$ cat src/design/command_retransmit_slot_table_macros.svh
// assertion macros for the command retransmit slot table
// used by the top level only; no other dependencies
`ifndef COMMAND_RETRANSMIT_SLOT_TABLE_MACROS_SVH
`define COMMAND_RETRANSMIT_SLOT_TABLE_MACROS_SVH
`ifndef SYNTHESIS
// same-cycle implication
`define CRST_ASSERT_NOW(lbl, clk, rst, a, c) \
  lbl: assert property (@(posedge clk) disable iff (rst) (a) |-> (c)) \
    else $error("crst check failed");
// next-cycle implication
`define CRST_ASSERT_NEXT(lbl, clk, rst, a, c) \
  lbl: assert property (@(posedge clk) disable iff (rst) (a) |=> (c)) \
    else $error("crst check failed");
`else
`define CRST_ASSERT_NOW(lbl, clk, rst, a, c)
`define CRST_ASSERT_NEXT(lbl, clk, rst, a, c)
`endif
`endif

$ cat src/design/crst_pkg.sv
// shared types and constants for the command retransmit slot table
// no dependencies
package crst_pkg;

  localparam int SLOT_COUNT_DEF  = 16;
  localparam int OP_W            = 3;
  localparam int IN_SLOT_W       = 8;
  localparam int TIME_W          = 32;
  localparam int TIMEOUT_W       = 16;
  localparam int STATUS_W        = 3;
  localparam int SLOT_OUT_W      = 5;
  localparam logic [TIMEOUT_W-1:0] TIMEOUT_RESET = 16'd1000;

  // request kinds
  typedef enum logic [OP_W-1:0] {
    OP_RESERVE = 3'd0,
    OP_FREE    = 3'd1,
    OP_ACK     = 3'd2,
    OP_PROCESS = 3'd3,
    OP_QUERY   = 3'd4
  } op_t;

  // result status codes
  typedef enum logic [STATUS_W-1:0] {
    STAT_OK         = 3'd0,
    STAT_INVALID    = 3'd1,
    STAT_EMPTY      = 3'd2,
    STAT_NOT_SENT   = 3'd3,
    STAT_FULL       = 3'd4
  } status_t;

  // per-slot life cycle
  typedef enum logic [1:0] {
    SLOT_EMPTY = 2'd0,
    SLOT_READY = 2'd1,
    SLOT_SENT  = 2'd2
  } slot_st_t;

endpackage

$ cat src/design/crst_time_mem.sv
// send timestamp store, one write and one registered read port
// depends on crst_pkg for the timestamp width
module crst_time_mem #(
  parameter int DEPTH = crst_pkg::SLOT_COUNT_DEF,
  parameter int AW    = 4
) (
  input  logic                        clk,
  input  logic                        we,
  input  logic [AW-1:0]               waddr,
  input  logic [crst_pkg::TIME_W-1:0] wdata,
  input  logic [AW-1:0]               raddr,
  output logic [crst_pkg::TIME_W-1:0] rdata
);

  logic [crst_pkg::TIME_W-1:0] mem [DEPTH];

  // write port
  always_ff @(posedge clk) begin
    if (we) begin
      mem[waddr] <= wdata;
    end
  end

  // registered read port
  always_ff @(posedge clk) begin
    rdata <= mem[raddr];
  end

endmodule

$ cat src/design/crst_due_unit.sv
// shared due check: wrapping elapsed time against the resend timeout
// depends on crst_pkg for slot states and widths
module crst_due_unit (
  input  crst_pkg::slot_st_t              st,
  input  logic [crst_pkg::TIME_W-1:0]     stamp,
  input  logic [crst_pkg::TIME_W-1:0]     now_ms,
  input  logic [crst_pkg::TIMEOUT_W-1:0]  timeout,
  output logic                            due
);

  logic [crst_pkg::TIME_W-1:0] elapsed;

  // modulo 2^32 elapsed time, then one compare
  assign elapsed = now_ms - stamp;
  assign due = (st == crst_pkg::SLOT_READY) ||
               ((st == crst_pkg::SLOT_SENT) &&
                (elapsed >= crst_pkg::TIME_W'(timeout)));

endmodule

$ cat src/design/command_retransmit_slot_table.sv
// top level of the command retransmit slot table: sequencer, slot states, output register
// depends on crst_pkg, crst_time_mem, crst_due_unit and the assertion macro header
//
// Requests enter on s_tvalid/s_tready: s_tuser carries the request kind, s_tdata the
// slot id and the current time. Results leave on m_tvalid/m_tready with m_tlast on
// the final result of a request. The timeout register is written on cfg_valid and
// is ready outside reset; write it only while the block is idle.
// One request is in flight at a time; s_tready is high only in the idle state.
// Free, ack and query load their result in the lookup state that follows acceptance,
// once the output register is free. Reserve walks the slot states one slot per cycle.
// Process walks every slot through the shared due unit, one slot per cycle while the
// output keeps up, fed by the registered read port of the timestamp store. Each due
// slot is held back until the next due one is found, so the final one can carry m_tlast.
// When the receiver stalls, a finished result waits in the output register while
// the walk carries on; it pauses only when a second result has to be handed over.
// Reset clears every slot to empty, loads the timeout with 1000 ms and drops
// m_tvalid, s_tready and cfg_ready. Timestamps need no reset: read only for sent slots.
`include "command_retransmit_slot_table_macros.svh"
module command_retransmit_slot_table #(
  parameter int SLOT_COUNT = crst_pkg::SLOT_COUNT_DEF
) (
  input  logic        clk,
  input  logic        rst,
  input  logic        s_tvalid,
  output logic        s_tready,
  input  logic [39:0] s_tdata,   // slot [7:0], now_ms [39:8]
  input  logic [2:0]  s_tuser,   // op [2:0]
  output logic        m_tvalid,
  input  logic        m_tready,
  output logic [15:0] m_tdata,   // status [2:0], slot_out [7:3], send [8], zero [15:9]
  output logic        m_tlast,
  input  logic        cfg_valid,
  output logic        cfg_ready,
  input  logic [15:0] cfg_data
);

  localparam int IW = (SLOT_COUNT > 1) ? $clog2(SLOT_COUNT) : 1;
  localparam logic [IW-1:0] LAST_IDX = IW'(SLOT_COUNT - 1);
  localparam logic [8:0] SLOT_LIMIT = 9'(SLOT_COUNT);

  typedef enum logic [4:0] {
    ST_IDLE  = 5'b00001,
    ST_LOOK  = 5'b00010,
    ST_RES   = 5'b00100,
    ST_PROC  = 5'b01000,
    ST_FLUSH = 5'b10000
  } seq_t;

  seq_t state, state_next;
  logic [IW-1:0] idx, idx_next;
  logic pend_valid, pend_valid_next;
  logic [IW-1:0] pend_slot, pend_slot_next;

  logic [crst_pkg::OP_W-1:0]      item_op;
  logic [crst_pkg::IN_SLOT_W-1:0] item_slot;
  logic [crst_pkg::TIME_W-1:0]    item_now;
  logic [crst_pkg::TIMEOUT_W-1:0] timeout;

  crst_pkg::slot_st_t slot_state [SLOT_COUNT];
  logic               st_we;
  logic [IW-1:0]      st_waddr;
  crst_pkg::slot_st_t st_wval;
  logic [IW-1:0]      st_raddr;
  crst_pkg::slot_st_t st_rval;

  logic                        mem_we;
  logic [IW-1:0]               mem_raddr;
  logic [crst_pkg::TIME_W-1:0] mem_rdata;
  logic                        due;

  logic                                out_free;
  logic                                out_load;
  logic [crst_pkg::STATUS_W-1:0]       out_status_next;
  logic [crst_pkg::SLOT_OUT_W-1:0]     out_slot_next;
  logic                                out_send_next;
  logic                                out_last_next;
  logic [crst_pkg::STATUS_W-1:0]       out_status;
  logic [crst_pkg::SLOT_OUT_W-1:0]     out_slot;
  logic                                out_send;

  logic s_accept;
  logic look_valid;
  logic advance;
  logic at_last;

  assign s_tready  = (state == ST_IDLE) && !rst;
  assign s_accept  = s_tvalid && s_tready;
  assign cfg_ready = !rst;
  assign out_free  = !m_tvalid || m_tready;
  assign at_last   = (idx == LAST_IDX);

  // timeout register
  always_ff @(posedge clk) begin
    if (rst) begin
      timeout <= crst_pkg::TIMEOUT_RESET;
    end else if (cfg_valid && cfg_ready) begin
      timeout <= cfg_data;
    end
  end

  // request capture
  always_ff @(posedge clk) begin
    if (s_accept) begin
      item_op   <= s_tuser;
      item_slot <= s_tdata[7:0];
      item_now  <= s_tdata[39:8];
    end
  end

  // slot state read mux, one address at a time
  assign look_valid = ({1'b0, item_slot} < SLOT_LIMIT);
  assign st_raddr   = (state == ST_LOOK) ? IW'(item_slot) : idx;
  assign st_rval    = slot_state[st_raddr];

  // slot states with reset
  always_ff @(posedge clk) begin
    if (rst) begin
      for (int i = 0; i < SLOT_COUNT; i++) begin
        slot_state[i] <= crst_pkg::SLOT_EMPTY;
      end
    end else if (st_we) begin
      slot_state[st_waddr] <= st_wval;
    end
  end

  // timestamp store and shared due check
  crst_time_mem #(
    .DEPTH (SLOT_COUNT),
    .AW    (IW)
  ) u_time_mem (
    .clk   (clk),
    .we    (mem_we),
    .waddr (idx),
    .wdata (item_now),
    .raddr (mem_raddr),
    .rdata (mem_rdata)
  );

  crst_due_unit u_due (
    .st      (st_rval),
    .stamp   (mem_rdata),
    .now_ms  (item_now),
    .timeout (timeout),
    .due     (due)
  );

  // walk may step on unless a second due slot meets a busy output
  assign advance = !due || !pend_valid || out_free;

  // read address runs one slot ahead of the walk
  always_comb begin
    mem_raddr = idx;
    if (state == ST_IDLE) begin
      mem_raddr = '0;
    end else if ((state == ST_PROC) && advance && !at_last) begin
      mem_raddr = idx + IW'(1);
    end
  end

  // sequencer
  always_comb begin
    state_next      = state;
    idx_next        = idx;
    pend_valid_next = pend_valid;
    pend_slot_next  = pend_slot;
    st_we           = 1'b0;
    st_waddr        = idx;
    st_wval         = crst_pkg::SLOT_EMPTY;
    mem_we          = 1'b0;
    out_load        = 1'b0;
    out_status_next = crst_pkg::STAT_OK;
    out_slot_next   = '0;
    out_send_next   = 1'b0;
    out_last_next   = 1'b1;
    case (state)
      ST_IDLE: begin
        idx_next = '0;
        if (s_accept) begin
          case (s_tuser)
            crst_pkg::OP_RESERVE: state_next = ST_RES;
            crst_pkg::OP_PROCESS: state_next = ST_PROC;
            crst_pkg::OP_FREE,
            crst_pkg::OP_ACK,
            crst_pkg::OP_QUERY:   state_next = ST_LOOK;
            default:              state_next = ST_IDLE;
          endcase
        end
      end
      ST_LOOK: begin
        st_waddr = IW'(item_slot);
        if (out_free) begin
          out_load   = 1'b1;
          state_next = ST_IDLE;
          if (!look_valid) begin
            out_status_next = crst_pkg::STAT_INVALID;
          end else begin
            case (item_op)
              crst_pkg::OP_FREE: begin
                st_we = 1'b1;
              end
              crst_pkg::OP_ACK: begin
                if (st_rval == crst_pkg::SLOT_SENT) begin
                  st_we = 1'b1;
                end else if (st_rval == crst_pkg::SLOT_READY) begin
                  out_status_next = crst_pkg::STAT_NOT_SENT;
                end else begin
                  out_status_next = crst_pkg::STAT_EMPTY;
                end
              end
              crst_pkg::OP_QUERY: begin
                if (st_rval == crst_pkg::SLOT_EMPTY) begin
                  out_status_next = crst_pkg::STAT_EMPTY;
                end
              end
              default: out_status_next = crst_pkg::STAT_OK;
            endcase
          end
        end
      end
      ST_RES: begin
        if (st_rval == crst_pkg::SLOT_EMPTY) begin
          if (out_free) begin
            st_we         = 1'b1;
            st_wval       = crst_pkg::SLOT_READY;
            out_load      = 1'b1;
            out_slot_next = crst_pkg::SLOT_OUT_W'(idx);
            state_next    = ST_IDLE;
          end
        end else if (at_last) begin
          if (out_free) begin
            out_load        = 1'b1;
            out_status_next = crst_pkg::STAT_FULL;
            out_slot_next   = crst_pkg::SLOT_OUT_W'(SLOT_COUNT);
            state_next      = ST_IDLE;
          end
        end else begin
          idx_next = idx + IW'(1);
        end
      end
      ST_PROC: begin
        out_send_next = 1'b1;
        out_last_next = 1'b0;
        out_slot_next = crst_pkg::SLOT_OUT_W'(pend_slot);
        if (advance) begin
          if (due) begin
            st_we           = 1'b1;
            st_wval         = crst_pkg::SLOT_SENT;
            mem_we          = 1'b1;
            out_load        = pend_valid;
            pend_valid_next = 1'b1;
            pend_slot_next  = idx;
          end
          if (at_last) begin
            state_next = (due || pend_valid) ? ST_FLUSH : ST_IDLE;
          end else begin
            idx_next = idx + IW'(1);
          end
        end
      end
      ST_FLUSH: begin
        out_send_next = 1'b1;
        out_slot_next = crst_pkg::SLOT_OUT_W'(pend_slot);
        if (out_free) begin
          out_load        = 1'b1;
          pend_valid_next = 1'b0;
          state_next      = ST_IDLE;
        end
      end
      default: state_next = ST_IDLE;
    endcase
  end

  // sequencer registers
  always_ff @(posedge clk) begin
    if (rst) begin
      state      <= ST_IDLE;
      idx        <= '0;
      pend_valid <= 1'b0;
    end else begin
      state      <= state_next;
      idx        <= idx_next;
      pend_valid <= pend_valid_next;
    end
  end

  always_ff @(posedge clk) begin
    pend_slot <= pend_slot_next;
  end

  // output register
  always_ff @(posedge clk) begin
    if (rst) begin
      m_tvalid <= 1'b0;
    end else if (out_load) begin
      m_tvalid <= 1'b1;
    end else if (m_tready) begin
      m_tvalid <= 1'b0;
    end
  end

  always_ff @(posedge clk) begin
    if (out_load) begin
      out_status <= out_status_next;
      out_slot   <= out_slot_next;
      out_send   <= out_send_next;
      m_tlast    <= out_last_next;
    end
  end

  assign m_tdata = {7'b0, out_send, out_slot, out_status};

  // checks
  `CRST_ASSERT_NOW(a_idle_no_pending, clk, rst, s_tready, !pend_valid)
  `CRST_ASSERT_NOW(a_flush_has_pending, clk, rst, state == ST_FLUSH, pend_valid)
  `CRST_ASSERT_NEXT(a_lookup_entry, clk, rst, s_accept && (s_tuser == crst_pkg::OP_FREE || s_tuser == crst_pkg::OP_ACK || s_tuser == crst_pkg::OP_QUERY), state == ST_LOOK)
  `CRST_ASSERT_NOW(a_load_needs_room, clk, rst, out_load, out_free)

endmodule
$ cat config.mk
export PLATFORM = sky130hd
export DESIGN_NAME = command_retransmit_slot_table
export DESIGN_NICKNAME = d
export VERILOG_FILES = /design/src/design/crst_pkg.sv /design/src/design/crst_time_mem.sv /design/src/design/crst_due_unit.sv /design/src/design/command_retransmit_slot_table.sv
export VERILOG_INCLUDE_DIRS = /design/src /design/src/design
export SDC_FILE = /design/constraint.sdc
export NUM_CORES = 1
export LEC_CHECK = 0
export ABC_AREA = 1
export BUFFER_PORTS_ARGS = -buffer_cell sky130_fd_sc_hd__buf_2
export CORE_MARGIN = 2
export CORE_UTILIZATION = 50
export CTS_CLUSTER_DIAMETER = 150
export DETAILED_ROUTE_END_ITERATION = 7
export HOLD_SLACK_MARGIN = 0.03
export PLACE_DENSITY = 0.71
export SYNTH_ARGS = -nofsm -noshare
export SYNTH_HDL_FRONTEND = slang
export SYNTH_SLANG_ARGS = --single-unit
export TNS_END_PERCENT = 50
$ cat constraint.sdc
create_clock -name clk -period 5.2 [get_ports clk]
set_clock_uncertainty 0.05 [all_clocks]
set_input_delay 0.26 -clock clk [delete_from_list [all_inputs] [get_ports clk]]
set_output_delay 0.26 -clock clk [all_outputs]
set_load 0.01 [all_outputs]
==> metrics.txt <==
# TYPE chip_impl_metric gauge
chip_impl_info{name="worst_path_dominant_cell_family",value="simple AND/OR/NAND/NOR gates"} 1
chip_impl_info{name="worstHoldPathType",value="in2reg"} 1
chip_impl_metric{name="initial_core_util",unit="%"} 50.6
chip_impl_metric{name="first_pass_grt_wire_length",unit="mm"} 133
chip_impl_metric{name="netSwitchingFraction",unit="%"} 36.9
chip_impl_metric{name="p_int",unit="µW"} 11100
chip_impl_info{name="critical_path.slowest_cell",value="edfxtp_1"} 1
chip_impl_info{name="worstSetupEndpointType",value="flop"} 1
chip_impl_metric{name="overflow",unit=""} 0
chip_impl_info{name="clock_tree.root_cell",value="clkbuf_16"} 1
chip_impl_metric{name="port-buffer-count",unit=""} 76
chip_impl_info{name="timing_worst_setup_path_type",value="reg2reg"} 1
chip_impl_metric{name="die_area",unit="µm²"} 65900
chip_impl_metric{name="number_of_synthesized_flops_with_an_enable_pin",unit=""} 601
chip_impl_metric{name="detail_route.vias_per_cell",unit=""} 5.48
chip_impl_metric{name="synth_sequential_area_ratio",unit="%"} 60.3
chip_impl_metric{name="fmax",unit="MHz"} 209
chip_impl_metric{name="worst-endpoint-required",unit="ns"} 5.66
chip_impl_metric{name="vdd_ir_drop_max",unit="µV"} 606
chip_impl_metric{name="layout_min_cycle_time",unit="ns"} 4.79
chip_impl_metric{name="setup_viol_count_final",unit=""} 0
chip_impl_metric{name="reg2reg_setup_slack",unit="ns"} 0.41
chip_impl_metric{name="nNetsFinal",unit=""} 3651
chip_impl_metric{name="sequential_area",unit="µm²"} 19200
chip_impl_metric{name="drc_marker_count_from_the_first_detailed_route_iteration",unit=""} 2863
chip_impl_metric{name="timing.critical_path.slowest_cell_delay",unit="ns"} 0.45
chip_impl_metric{name="via_count_of_the_first_global_routing_pass",unit=""} 23200
chip_impl_metric{name="grt_antenna_before_repair",unit=""} 2
chip_impl_metric{name="vias",unit=""} 24400
chip_impl_metric{name="mapped_cells",unit=""} 3399
chip_impl_metric{name="drt_drc_violations_left",unit=""} 0
chip_impl_metric{name="final_hold_viol_count",unit=""} 0
chip_impl_metric{name="insertion_delay",unit="ns"} 0.63
chip_impl_metric{name="p_seq_share",unit="%"} 36.3
chip_impl_metric{name="detailedRoute.firstPassIterationCount",unit=""} 6
chip_impl_metric{name="clock_power_share",unit="%"} 29.7
chip_impl_metric{name="cts_inserted_buffers",unit=""} 71
chip_impl_metric{name="place.detailed.hpwl",unit="mm"} 50.1
chip_impl_metric{name="final-max-slew-violation-count",unit=""} 0
chip_impl_info{name="reg2reg_to",value="u_time_mem.rdata[27]"} 1
chip_impl_metric{name="fin_tns_setup",unit="ns"} 0
chip_impl_info{name="crit-reg2reg-launch",value="item_now[7]"} 1
chip_impl_metric{name="number_of_buffers_inserted_to_repair_setup_after_cts",unit=""} 0
chip_impl_metric{name="post_synth_design_cell_area",unit="µm²"} 31900
chip_impl_metric{name="share_comb_of_total_power",unit="%"} 34.0
chip_impl_info{name="critPathLaunchType",value="flop"} 1
chip_impl_info{name="critical_path.startpoint",value="item_now[7]"} 1
chip_impl_metric{name="slew_headroom",unit="%"} 8.86
chip_impl_metric{name="global_route.usage.total",unit="%"} 26.2
chip_impl_metric{name="area_of_the_multi_input_gates",unit="µm²"} 9060
chip_impl_metric{name="power.static_leakage",unit="µW"} 0.0164
chip_impl_metric{name="worst-path-stages",unit=""} 28
chip_impl_metric{name="clock_tree.buffer_depth",unit=""} 3
chip_impl_metric{name="netSwitchingPower",unit="µW"} 6500
chip_impl_metric{name="timing.reg2reg.worst_path_depth",unit=""} 28
chip_impl_metric{name="slew_at_the_pin_with_the_worst_max_slew_slack",unit="ns"} 1.37
chip_impl_metric{name="cp_num_buf_inv",unit=""} 1
chip_impl_metric{name="worstPathMaxFanout",unit=""} 93
chip_impl_info{name="timing.critical_path.to",value="u_time_mem.rdata[27]"} 1
chip_impl_info{name="grt_setup_unrepaired",value="no"} 1
chip_impl_metric{name="worst_slack",unit="ns"} 0.411
chip_impl_metric{name="syn_to_final_growth",unit="%"} 15.6
chip_impl_metric{name="core_area",unit="µm²"} 63100
chip_impl_metric{name="fillerInstances",unit=""} 5272
chip_impl_metric{name="routed_wire_length_per_instance",unit="µm"} 19.4
chip_impl_metric{name="cts.reportedPaths.clkPinSlew",unit="ns"} 0.06
chip_impl_metric{name="numClockSinks",unit=""} 660
chip_impl_metric{name="grt_max_degree",unit=""} 237
chip_impl_metric{name="count_of_h_tree_levels_built_during_cts",unit=""} 3
chip_impl_info{name="synth-main-ff-cell",value="edfxtp_1"} 1
chip_impl_metric{name="number_of_different_library_cells_in_the_post_synthesis_netlist",unit=""} 46
chip_impl_metric{name="power.density_cell_area",unit="nW/µm²"} 479
chip_impl_metric{name="synthArstFlopShare",unit="%"} 0
chip_impl_metric{name="floorplan.rows",unit=""} 92
chip_impl_metric{name="post-place-ws",unit="ns"} 0.402
chip_impl_metric{name="fin_crit_sh",unit="%"} 92.1
chip_impl_metric{name="floorplan.io_pins",unit=""} 84
chip_impl_metric{name="yosys_warnings",unit=""} 0
chip_impl_metric{name="timing.max_cap.violations",unit=""} 0
chip_impl_metric{name="globalplace.congestion",unit=""} 0.911
chip_impl_info{name="cp_common_cell",value="nand2_1"} 1
chip_impl_metric{name="horizontal_extent_of_the_die",unit="µm"} 257
chip_impl_metric{name="ys_seq_elements",unit=""} 660
chip_impl_info{name="status",value="finished, final reports clean"} 1
chip_impl_metric{name="synthesis.area_per_instance",unit="µm²"} 9.39
chip_impl_metric{name="detail-route-antenna-nets",unit=""} 0
chip_impl_info{name="tritoncts",value="built"} 1
chip_impl_metric{name="routed_wl",unit="mm"} 86.2
chip_impl_metric{name="critical_path_arrival",unit="ns"} 5.25
chip_impl_metric{name="die_height",unit="µm"} 257
chip_impl_metric{name="post_route_cells_drive_above_1_share",unit="%"} 8.96
synthesized netlist by cell type, drive strengths merged, types with 2 or more instances:
library cell	count	share of area (%)
clkbuf	49	0.58
and3	2	0.039
buf	132	2.3
a211oi	14	0.33
xnor2	4	0.11
nor2	174	2.1
nand4	269	5.3
xor2	14	0.38
inv	775	9.1
ha	51	2.0
nand3	492	7.8
edfxtp	601	57
dfxtp	59	3.7
a2111oi	2	0.055
o211ai	3	0.071
o21ai	27	0.49
a21oi	40	0.63
nor3	11	0.19
nand2	666	7.9
through the flow:
step           utilization (%)  hold slack (ns)  cells  area [µm²]  power (µW)
2_1_floorplan                -            0.309   3405       31900       10500
3_3_place_gp              53.4            0.387   4235       33700       12300
3_5_place_dp              53.4            0.388   4235       33700       12300
4_1_cts                   58.4            0.102   4439       36900       17600
5_1_grt                   58.5            0.152   4440       36900       18600
6_report                  58.5            0.124   4440       36900       17600
power groups by stage:
stage          Combinational (µW)  Sequential, µW  Clock, µW
6_report                     6000            6400       5240
5_1_grt                      6650            6430       5520
4_1_cts                      5900            6400       5310
3_5_place_dp                 5820            6510          0
3_3_place_gp                 5780            6510          0
2_1_floorplan                4040            6500          0
area by class of cell:
| class | count | area share [%] |
|---|---|---|
| clock inverters | 30 | 1.16 |
| flip-flops and latches | 660 | 52.1 |
| repair buffers | 238 | 5.91 |
| diodes | 1 | 0.00679 |
| inverters | 776 | 7.91 |
| clock buffers | 101 | 5.43 |
| multi-input cells | 1788 | 24.6 |
| well taps | 846 | 2.87 |
worst reg2reg max path, delay by kind of cell (launching register included):
kind            cells  cell delay [ns]
buf+inv             1             0.35
compound gates      2             0.34
simple gates       22             2.58
fa+ha+maj           2             0.70
flops               1             0.45
xor+xnor            1             0.20
placed cells by master (no fill, tap or decap), drive strengths merged, types with 17 or more instances in the layout:
cell,instances
inv,778
nand2,666
edfxtp,601
nand3,492
nand4,269
nor2,174
buf,165
clkbuf,101
dlygate4sd3,73
dfxtp,59
ha,51
a21oi,40
o21ai,27
clkinv,17
metal layers:
metal / global-route usage (%) / vias up / part of all wire, %
li1: - / 11400 / -
met1: 36.3 / 11400 / 41
met2: 40.2 / 1291 / 45
met3: 5.57 / 212 / 11
met4: 10.9 / 0 / 3.7
met5: 0 / - / 0
worst min path at each step:
stage,startpoint,endpoint,cells after the start
6_report,s_tvalid,state[0],5
5_1_grt,s_tvalid,state[0],5
4_1_cts,m_tready,m_tvalid,5
3_5_place_dp,s_tdata[24],item_now[16],1
3_3_place_gp,s_tdata[24],item_now[16],1
2_1_floorplan,s_tdata[8],item_now[0],0
flip-flops by register name, indices dropped and copies added, names as in the netlist, 5 cells and up:
| name | count |
|---|---|
| item_now | 32 |
| item_slot | 8 |
| out_slot | 5 |
| slot_state | 32 |
| state | 5 |
| timeout | 16 |
| u_time_mem.mem | 512 |
| u_time_mem.rdata | 32 |
timing repair:
action | CTS | global route
hold buffers | 73 | 0
setup endpoints to repair | 0 | 8
endpoints found under the hold margin | 63 | 0
gates resized for setup | 0 | 5
kinds of logic (layout without fill, tap and decap cells):
logic type               Yosys count  after routing  share of synthesized area, %
XOR/XNOR                          18             18                         0.494
AND/OR/NAND/NOR                 1619           1619                          23.5
adder cells (fa/ha/maj)           52             52                          2.06
other                              1              8                        0.0118
buffers and inverters            957           1145                          12.0
AO/OA/AOI/OAI                     92             92                          1.72
flip-flops                       660            660                          60.3
(Power assumes the default switching activity.)
